### src/rtl/sse_pkg.sv
package sse_pkg;

    // request operation carried in s_tuser
    typedef enum logic [1:0] {
        OP_INSERT  = 2'd0,
        OP_DELETE  = 2'd1,
        OP_ASCEND  = 2'd2,
        OP_DESCEND = 2'd3
    } op_t;

    // result kind carried in m_tuser
    typedef enum logic [2:0] {
        ST_INSERTED  = 3'd0,
        ST_DUPLICATE = 3'd1,
        ST_FULL      = 3'd2,
        ST_DELETED   = 3'd3,
        ST_NOT_FOUND = 3'd4,
        ST_LISTED    = 3'd5,
        ST_EMPTY     = 3'd6
    } status_t;

    localparam int VALUE_W = 32;

    // commands from the controller to the datapath
    typedef struct packed {
        logic capture;     // latch request operation and value
        logic compare;     // register the row-wide compare results
        logic update;      // apply insert or delete and load the result
        logic emit_empty;  // load the empty-listing result
        logic emit_list;   // load the head cell as a listed value
        logic list_last;   // the listed value is the final one
        logic rot_left;    // rotate the whole row toward cell 0
        logic rot_right;   // rotate the whole row away from cell 0
        logic rot_ring;    // rotate the occupied cells toward cell 0
    } cmd_t;

    // status from the datapath to the controller
    typedef struct packed {
        op_t  op;          // operation of the request being worked on
        logic out_free;    // result register can take a new result
    } dp_status_t;

endpackage

### src/rtl/sse_ctrl.sv
module sse_ctrl #(
    parameter int CAPACITY = 64
) (
    input  logic                            aclk,
    input  logic                            aresetn,
    input  logic                            s_tvalid,
    output logic                            s_tready,
    input  sse_pkg::dp_status_t             stat,
    input  logic [$clog2(CAPACITY+1)-1:0]   occ,
    output sse_pkg::cmd_t                   cmd
);

    localparam int OCC_W = $clog2(CAPACITY + 1);

    typedef enum logic [2:0] {
        S_IDLE,
        S_CMP,
        S_UPD,
        S_EMPTY,
        S_SEEK,
        S_LIST
    } state_t;

    state_t           state_reg;
    state_t           state_next;
    logic [OCC_W-1:0] cnt_reg;
    logic [OCC_W-1:0] cnt_next;
    logic             accept;
    logic             is_last;

    // a new request is taken when idle or while the single result is handed off
    assign s_tready = (state_reg == S_IDLE) ||
                      (((state_reg == S_UPD) || (state_reg == S_EMPTY)) && stat.out_free);
    assign accept   = s_tvalid && s_tready;
    assign is_last  = (cnt_reg == (occ - OCC_W'(1)));

    // next state and datapath commands
    always_comb begin
        cmd         = '0;
        cmd.capture = accept;
        state_next  = state_reg;
        cnt_next    = cnt_reg;
        unique case (state_reg)
            S_IDLE: begin
                if (accept) begin
                    state_next = S_CMP;
                end
            end
            S_CMP: begin
                cmd.compare = 1'b1;
                cnt_next    = '0;
                if ((stat.op == sse_pkg::OP_INSERT) || (stat.op == sse_pkg::OP_DELETE)) begin
                    state_next = S_UPD;
                end else if (occ == '0) begin
                    state_next = S_EMPTY;
                end else if ((stat.op == sse_pkg::OP_ASCEND) || (occ == OCC_W'(1))) begin
                    state_next = S_LIST;
                end else begin
                    state_next = S_SEEK;
                end
            end
            S_UPD: begin
                if (stat.out_free) begin
                    cmd.update = 1'b1;
                    state_next = accept ? S_CMP : S_IDLE;
                end
            end
            S_EMPTY: begin
                if (stat.out_free) begin
                    cmd.emit_empty = 1'b1;
                    state_next     = accept ? S_CMP : S_IDLE;
                end
            end
            S_SEEK: begin
                // bring the largest value to the head cell
                cmd.rot_left = 1'b1;
                cnt_next     = cnt_reg + OCC_W'(1);
                if (cnt_reg == (occ - OCC_W'(2))) begin
                    cnt_next   = '0;
                    state_next = S_LIST;
                end
            end
            S_LIST: begin
                if (stat.out_free) begin
                    cmd.emit_list = 1'b1;
                    cmd.list_last = is_last;
                    if (stat.op == sse_pkg::OP_ASCEND) begin
                        cmd.rot_ring = 1'b1;
                    end else begin
                        cmd.rot_right = !is_last;
                    end
                    cnt_next = cnt_reg + OCC_W'(1);
                    if (is_last) begin
                        state_next = S_IDLE;
                    end
                end
            end
            default: begin
                state_next = S_IDLE;
            end
        endcase
    end

    // state and counter
    always_ff @(posedge aclk) begin
        if (!aresetn) begin
            state_reg <= S_IDLE;
            cnt_reg   <= '0;
        end else begin
            state_reg <= state_next;
            cnt_reg   <= cnt_next;
        end
    end

`ifndef SYNTH
    a_one_action: assert property (@(posedge aclk) disable iff (!aresetn)
        $onehot0({cmd.compare, cmd.update, cmd.emit_empty, cmd.emit_list}))
        else $error("conflicting datapath commands");

    a_result_slot: assert property (@(posedge aclk) disable iff (!aresetn)
        (cmd.update || cmd.emit_empty || cmd.emit_list) |-> stat.out_free)
        else $error("result loaded over a pending result");

    a_list_bound: assert property (@(posedge aclk) disable iff (!aresetn)
        (state_reg == S_LIST) |-> (cnt_reg < occ))
        else $error("listing ran past the stored values");
`endif

endmodule

### config.mk
export PLATFORM = sky130hd
export DESIGN_NAME = sse_ctrl
export DESIGN_NICKNAME = d
export VERILOG_FILES = /design/src/rtl/sse_pkg.sv /design/src/rtl/sse_ctrl.sv
export SDC_FILE = /design/constraint.sdc
export NUM_CORES = 1
export LEC_CHECK = 0
export BUFFER_PORTS_ARGS = -buffer_cell sky130_fd_sc_hd__buf_4
export CAP_MARGIN = 15
export CELL_PAD_IN_SITES_DETAIL_PLACEMENT = 1
export CELL_PAD_IN_SITES_GLOBAL_PLACEMENT = 1
export CORE_UTILIZATION = 41
export DETAILED_ROUTE_END_ITERATION = 7
export PLACE_DENSITY_LB_ADDON = 0.1
export SLEW_MARGIN = 40
export SYNTH_ARGS = -nofsm -noshare
export SYNTH_HDL_FRONTEND = slang
export SYNTH_SLANG_ARGS = --single-unit
### constraint.sdc
create_clock -name aclk -period 3.7 [get_ports aclk]
set_input_delay 0.74 -clock aclk [delete_from_list [all_inputs] [get_ports aclk]]
set_output_delay 0.74 -clock aclk [all_outputs]
set_load 0.02 [all_outputs]
==> results of run 1 <==
==> through the flow <==
stage                     hold WS, ns  cells   util  cell area (sq um)
after global routing            0.570    192  0.507               1240
after CTS                       0.544    192  0.507               1240
final                           0.539    192  0.507               1240
after floorplan                 0.477    146      -               1060
after detailed placement        0.531    189  0.498               1220
after global placement          0.521    189  0.498               1220
==> power by group <==
group | internal (W) | switching, W
registers | 0.000121 | 0.0000338
logic | 0.000102 | 0.000149
clock network | 0.0000375 | 0.0000353
==> cell type report <==
cell class | instances | area, sq um | share of cell area
clock buffers | 3 | 22.5 | 0.0181
inverters | 9 | 33.8 | 0.0271
multi-input cells | 118 | 786 | 0.631
flip-flops and latches | 10 | 200 | 0.161
well taps | 30 | 37.5 | 0.0302
repair buffers | 22 | 165 | 0.133
==> worst max-delay path, stage by stage <==
cell	delay [ns]
buf_4	0.13
inv_1	0.14
ha_1	0.24
nor3b_1	0.35
nand2_1	0.12
xnor2_1	0.13
nor4_1	0.50
and2_1	0.21
buf_4	0.14
==> cells in the mapped netlist (all sizes together) (2+ instances only) <==
cell / number / area share
a21boi: 6 / 0.042
a21oi: 4 / 0.022
a32oi: 2 / 0.016
nand3: 3 / 0.014
ha: 6 / 0.071
inv: 9 / 0.032
clkbuf: 7 / 0.025
buf: 2 / 0.018
nor4: 2 / 0.012
xor2: 6 / 0.049
and2: 4 / 0.023
o21ai: 10 / 0.047
nor3: 8 / 0.038
dfxtp: 10 / 0.19
nor2b: 6 / 0.035
and3: 3 / 0.018
nor3b: 5 / 0.035
o211ai: 3 / 0.021
nand2: 15 / 0.053
nor2: 13 / 0.046
xnor2: 7 / 0.058
a211o: 3 / 0.025
==> per-layer routing <==
| layer | vias to the layer above | routed length [um] | track usage |
|---|---|---|---|
| met2 | 15 | 1250 | 0.348 |
| met5 | - | 0 | 0 |
| li1 | 540 | - | - |
| met1 | 495 | 1340 | 0.283 |
| met4 | 0 | 64 | 0.132 |
| met3 | 4 | 67 | 0.00862 |
==> kinds of logic (layout without fill, tap and decap cells) <==
logic type / count (synthesis) / after routing / synth area share
muxes: 1 / 1 / 0.00940
adders and majority gates: 6 / 6 / 0.0705
buffers and inverters: 18 / 34 / 0.0740
xor gates and xnor gates: 14 / 14 / 0.132
AOI/OAI and AO/OA: 32 / 32 / 0.209
DFF: 10 / 10 / 0.188
and+or+nand+nor: 65 / 65 / 0.317
==> worst max path at each step <==
stage | from | to | slack (ns) | cells after the start
2_1_floorplan | occ[3] | cmd[3] | 0.68 | 6
3_3_place_gp | occ[1] | cmd[3] | 0.40 | 9
3_5_place_dp | occ[1] | cmd[3] | 0.25 | 9
4_1_cts | occ[1] | cmd[3] | 0.24 | 9
5_1_grt | occ[1] | cmd[3] | 0.04 | 9
6_report | occ[1] | cmd[3] | 0.26 | 9
==> summary.md, run 1 <==
| Metric | Value |
|---|---|
| MaxCap Viol Count | 0 |
| Fin. Hold Viols | 0 |
| Slew HR | 0.617 |
| Tmin final | 3.44 ns |
| Routed WL per cell | 14.2 um |
| Via Count | 1054 |
| RSZ-0062 raised after global routing | no |
| Post-Route Setup TNS | 0 ns |
| Worst Reg-to-Reg Cells | 6 |
| Max reg flops | 7 |
| Clock network latency to the later pin of the worst-skew pair | 0.26 ns |
| Pin count of the biggest net entering global routing | 17 |
| Post-Syn Area | 1060 sq um |
| Worst setup EP type | output port |
| GPL Wtd Cong | 0.773 |
| Clk slew on worst S/H paths | 0.06 ns |
| Most frequent cells in the layout | buf_4 (22), nand2_1 (15), nor2_1 (13) |
| Most common cell after layout, fill and taps aside | buf_4 |
| Worst r2r src | cnt_reg[6] |
| CP Class | in -> out |
| Initial Util | 0.434 |
| Layout cell share with drive strength beyond 1 | 0.179 |
| Worst Path Arrival | 2.70 ns |
| RR Endpoint | cnt_reg[1] |
| Nets@finish | 183 |
| Final slew viol count | 0 |
| Worst slew pin tran | 0.569 ns |
| Residual DRC | 0 |
| Period utilisation layout | 0.930 |
| Chip Width | 53.0 um |
| Post-route ant nets | 0 |
| CP required | 2.96 ns |
| Routed wire length | 2.72 mm |
| Grt ovf | 0 |
| Peak Freq | 291 MHz |
| First-pass GRT wire length | 4.25 mm |
| Worst reg2reg setup slack | 1.62 ns |
| Synth Instances | 146 |
| Syn Area/Cell | 7.29 sq um |
| Post-Syn Nets | 165 |
| Ys Warns | 0 |
| Power Dens Cells | 384 nW/um^2 |
| Clock buffer depth | 2 |
| Outcome | finished clean |
| WHS Path Cells | 2 |
| CTS tree | built |
| Register area share after synthesis | 0.188 |
| Vias in the first global route | 928 |
| Ports | 23 |
| H-tree depth | 1 |
| Die height | 53.0 um |
| Post-synth EDFFs | 0 |
| Post-synth ARST share | 0 |
| ANT cells | 0 |
| P_leak | 0.531 nW |
| Hold path start | cnt_reg[5] |
| Startpoint Class | primary input |
| Worst Slack Setup Final | 0.258 ns |
| HPWL after DPL | 2.11 mm |
| Synthesis-to-finish area growth | 16.9% |
| Worst VDD drop | 267 uV |
| #FFs+latches synth | 10 |
| Skew final | 0.00211 ns |
| Die area | 2800 sq um |
| Synth Flop Type | dfxtp_1 |
| Sinks on Clock Net | 10 |
| DP Worst Slack | 0.253 ns |
| Critical Path Fanout Max | 5 |
| Initial antenna violation count | 0 |
| Hold endpoint | cnt_reg[5] |
| Hold Crit Class | reg -> reg |
| Port Buffer Count | 22 |
| Synth unique cells | 36 |
| Total track usage | 0.217 |
| Via/cell ratio | 5.49 |
| Post-CTS sizing | 0 |
| Row cnt | 18 |
| Post-CTS setup buffers | 0 |
| Hold Buf Count CTS | 0 |
| Post-layout total power | 0.000478 W |
| Cts bufs inserted | 3 |
| Detailed Routing Iterations Pass 1 | 4 |
| Clock root buffer | clkbuf_4 |
| Setup violators final | 0 |
| Starting DRT DRC Count | 8 |
| Area of the core | 2450 sq um |
| Fillers | 337 |
No activity file was read; power rests on OpenSTA's default activity.
==> inputs of run 2 (changes only) <==
Settings changed: ABC_AREA from default to 1, CORE_UTILIZATION 41 to 39.
==> run 2 against run 1 <==
- wire length grew 24%
- combinational power grew 77%
- cell area grew 11%
- largest cell class unchanged
- synthesized cell count grew 47%
- register-to-register slack gained 0.54 ns
- die area grew 14%
- hold slack lost 0.034 ns
- critical endpoint is now cmd[1]
- synthesized area grew 8.9%
- maximum frequency grew 15%
- sequential share of layout area shrank 1.6 points
==> summary.md, run 2 <==
| Metric | Value |
|---|---|
| RSZ-0062 raised after global routing | no (unchanged) |
| Hold Crit Class | reg -> reg (unchanged) |
| Vias in the first global route | 1378 (was 928) |
| P_leak | 0.768 nW (was 0.531 nW) |
| Via/cell ratio | 5.00 (was 5.49) |
| Multi-input logic area | 810 sq um (was 786 sq um) |
| Max reg flops | 7 (unchanged) |
| Initial Util | 0.417 (was 0.434) |
| Sequential share of power | 0.263 (was 0.324) |
| Commonest cells in the netlist | nand2_1 (76), inv_1 (33), nand3_1 (21), nor2_1 (21), dfxtp_1 (10) (was nand2_1 (15), nor2_1 (13), dfxtp_1 (10), o21ai_0 (10), inv_1 (9)) |
| Most common cell after layout, fill and taps aside | nand2_1 (was buf_4) |
| Synth Flop Type | dfxtp_1 (unchanged) |
| Period utilisation layout | 0.809 (was 0.930) |
| Synthesis-to-finish area growth | 18.9% (was 16.9%) |
| Worst Reg-to-Reg Cells | 13 (was 6) |
| Crit path max-delay family | simple AND/OR/NAND/NOR gates (unchanged) |
| Post-synth ARST share | 0 (unchanged) |
| WHS Path Cells | 2 (unchanged) |
| MaxCap Viol Count | 0 (unchanged) |
| NetSw | 0.000368 W (was 0.000218 W) |
| P_int | 0.000333 W (was 0.000260 W) |
| Grt ovf | 0 (unchanged) |
| Hold path start | cnt_reg[6] (was cnt_reg[5]) |
| RR Endpoint | cnt_reg[3] (was cnt_reg[1]) |
| HPWL after DPL | 2.88 mm (was 2.11 mm) |
| Pin count of the biggest net entering global routing | 10 (was 17) |
| #FFs+latches synth | 10 (unchanged) |
| Die height | 56.5 um (was 53.0 um) |
| Comb power frac | 0.634 (was 0.524) |
| Post-CTS sizing | 0 (unchanged) |
| Worst Path Buf+Inv | 3 (unchanged) |
| Post-Syn Nets | 234 (was 165) |
| Worst setup EP type | output port (unchanged) |
| Post-synth EDFFs | 0 (unchanged) |
| Tmin final | 2.99 ns (was 3.44 ns) |
| Layout cell share with drive strength beyond 1 | 0.192 (was 0.179) |
| Chip Width | 56.5 um (was 53.0 um) |
| Post-route ant nets | 0 (unchanged) |
| Ys Warns | 0 (unchanged) |
| First-pass GRT wire length | 5.80 mm (was 4.25 mm) |
| Routed WL per cell | 12.5 um (was 14.2 um) |
| Syn Area/Cell | 5.39 sq um (was 7.29 sq um) |
| Routed wire length | 3.38 mm (was 2.72 mm) |
| Area of the core | 2780 sq um (was 2450 sq um) |
| Clk pwr share | 0.104 (was 0.152) |
| Hold Buf Count CTS | 0 (unchanged) |
| CP required | 2.96 ns (about the same) |
| Port Buffer Count | 22 (unchanged) |
| Switching Fraction | 0.525 (was 0.456) |
| Setup violators final | 0 (unchanged) |
| Cts bufs inserted | 3 (unchanged) |
| Row cnt | 19 (was 18) |
| Yosys top cell by area | nand2_1 (was dfxtp_1) |
| Reg area | 200 sq um (unchanged) |
| Worst VDD drop | 370 uV (was 267 uV) |
| Ports | 23 (unchanged) |
| Die area | 3200 sq um (was 2800 sq um) |
| Post-Route Setup TNS | 0 ns (unchanged) |
| Clk slew on worst S/H paths | 0.06 ns (about the same) |
| Synth Instances | 215 (was 146) |
| Post-Syn Area | 1160 sq um (was 1060 sq um) |
| CP Class | in -> out (unchanged) |
| Worst slew pin tran | 0.322 ns (was 0.569 ns) |
| Residual DRC | 0 (unchanged) |
| ANT cells | 0 (unchanged) |
| Worst r2r src | cnt_reg[5] (was cnt_reg[6]) |
| Slew HR | 0.784 (was 0.617) |
| Critical path, cell by cell | buf_4 -> inv_1 -> ha_1 -> nand2_1 -> nor2_1 -> nand3_1 -> nand2_1 -> nand2_1 -> nor2_2 -> nand2_2 -> and3_2 -> buf_4 (was buf_4 -> inv_1 -> ha_1 -> nor3b_1 -> nand2_1 -> xnor2_1 -> nor4_1 -> and2_1 -> buf_4) |
| Critical Path Fanout Max | 7 (was 5) |
| Outcome | finished clean (unchanged) |
| Top-count cell post-synth | nand2_1 (unchanged) |
| Starting DRT DRC Count | 56 (was 8) |
| Inst Count DP | 267 (was 189) |
| Final slew viol count | 0 (unchanged) |
| CP max stage delay | 0.31 ns (was 0.50 ns) |
| Most frequent cells in the layout | nand2_1 (76), inv_1 (33), buf_4 (22) (was buf_4 (22), nand2_1 (15), nor2_1 (13)) |
| Skew final | 0.00206 ns (was 0.00211 ns) |
| H-tree depth | 1 (unchanged) |
| Synth top area share | 0.246 (was 0.188) |
| Clock network latency to the later pin of the worst-skew pair | 0.26 ns (about the same) |
| Top cell by count, worst path | nand2_1 (was buf_4) |
| Fin. Hold Viols | 0 (unchanged) |
| Fillers | 422 (was 337) |
| Peak Freq | 334 MHz (was 291 MHz) |
| Initial antenna violation count | 0 (unchanged) |
| Setup crit start | occ[1] (unchanged) |
| Detailed Routing Iterations Pass 1 | 4 (unchanged) |
| Worst reg2reg setup slack | 2.16 ns (was 1.62 ns) |
| Clock root buffer | clkbuf_4 (unchanged) |
| Post-CTS setup buffers | 0 (unchanged) |
| Post-Layout Cell Count | 270 (was 192) |
| Startpoint Class | primary input (unchanged) |
| Register area share after synthesis | 0.173 (was 0.188) |
| Clock buffer depth | 2 (unchanged) |
| Synth unique cells | 24 (was 36) |
| Nets@finish | 260 (was 183) |
| CP max stage cell | ha_1 (was nor4_1) |
| Via Count | 1349 (was 1054) |
| Sinks on Clock Net | 10 (unchanged) |
| CTS tree | built (unchanged) |
| Top cells by area, synth | nand2_1 (25%), dfxtp_1 (17%), inv_1 (11%) (was dfxtp_1 (19%), ha_1 (7.1%), xnor2_1 (5.8%)) |
| Total track usage | 0.231 (was 0.217) |
| GPL Wtd Cong | 0.888 (was 0.773) |
| Hold endpoint | cnt_reg[6] (was cnt_reg[5]) |
| Worst Path Arrival | 2.25 ns (was 2.70 ns) |
| Power Dens Cells | 509 nW/um^2 (was 384 nW/um^2) |
run 2: logic make-up after synthesis:
kind of cell	Yosys count	share of synthesized area
AND/OR/NAND/NOR	139	0.517
buffers and inverters	39	0.129
AO/OA/AOI/OAI	17	0.0863
flip-flops	10	0.173
adder cells (fa/ha/maj)	6	0.0647
XOR/XNOR	4	0.0302
run 2: cell type report:
class / count / area share
Sequential cell: 10 / 0.145
Tap cell: 31 / 0.0281
Inverter: 38 / 0.103
Clock buffer: 3 / 0.0163
Multi-Input combinational cell: 166 / 0.587
Timing Repair Buffer: 22 / 0.120
run 2: worst max path at each step:
stage          depth (start not counted)  slack (ns)      to
2_1_floorplan                         10        1.03  cmd[3]
3_3_place_gp                          12        0.78  cmd[1]
3_5_place_dp                          12        0.71  cmd[1]
4_1_cts                               12        0.70  cmd[1]
5_1_grt                               12        0.55  cmd[1]
6_report                              12        0.71  cmd[1]
run 2: worst min-delay path: cells and delay by family (launching register included):
family | cells | cell delay [ns]
and+or+nand+nor | 1 | 0.07
AOI/OAI and AO/OA | 1 | 0.06
DFF | 1 | 0.33
run 2: power groups by stage:
| stage | sequential [W] | combinational [W] | clock [W] |
|---|---|---|---|
| final | 0.000185 | 0.000445 | 0.0000727 |
| after global routing | 0.000192 | 0.000499 | 0.0000778 |
| after CTS | 0.000185 | 0.000448 | 0.0000755 |
| after detailed placement | 0.000188 | 0.000443 | 0 |
| after global placement | 0.000184 | 0.000422 | 0 |
| after floorplan | 0.000174 | 0.000319 | 0 |
run 2: metal layers:
metal	track usage	up-vias	routed length, um
met5	0	-	0
met4	0.0941	0	58
met3	0.00691	6	58
met2	0.427	20	1730
met1	0.277	614	1530
li1	-	709	-
run 2: through the flow:
| stage | worst slack (ns) | hold WS, ns | utilization | total power [W] | area [sq um] |
|---|---|---|---|---|---|
| 2_1_floorplan | 1.03 | 0.458 | - | 0.000493 | 1160 |
| 3_3_place_gp | 0.781 | 0.470 | 0.488 | 0.000606 | 1360 |
| 3_5_place_dp | 0.705 | 0.505 | 0.488 | 0.000631 | 1360 |
| 4_1_cts | 0.703 | 0.514 | 0.496 | 0.000708 | 1380 |
| 5_1_grt | 0.548 | 0.536 | 0.496 | 0.000769 | 1380 |
| 6_report | 0.708 | 0.505 | 0.496 | 0.000702 | 1380 |
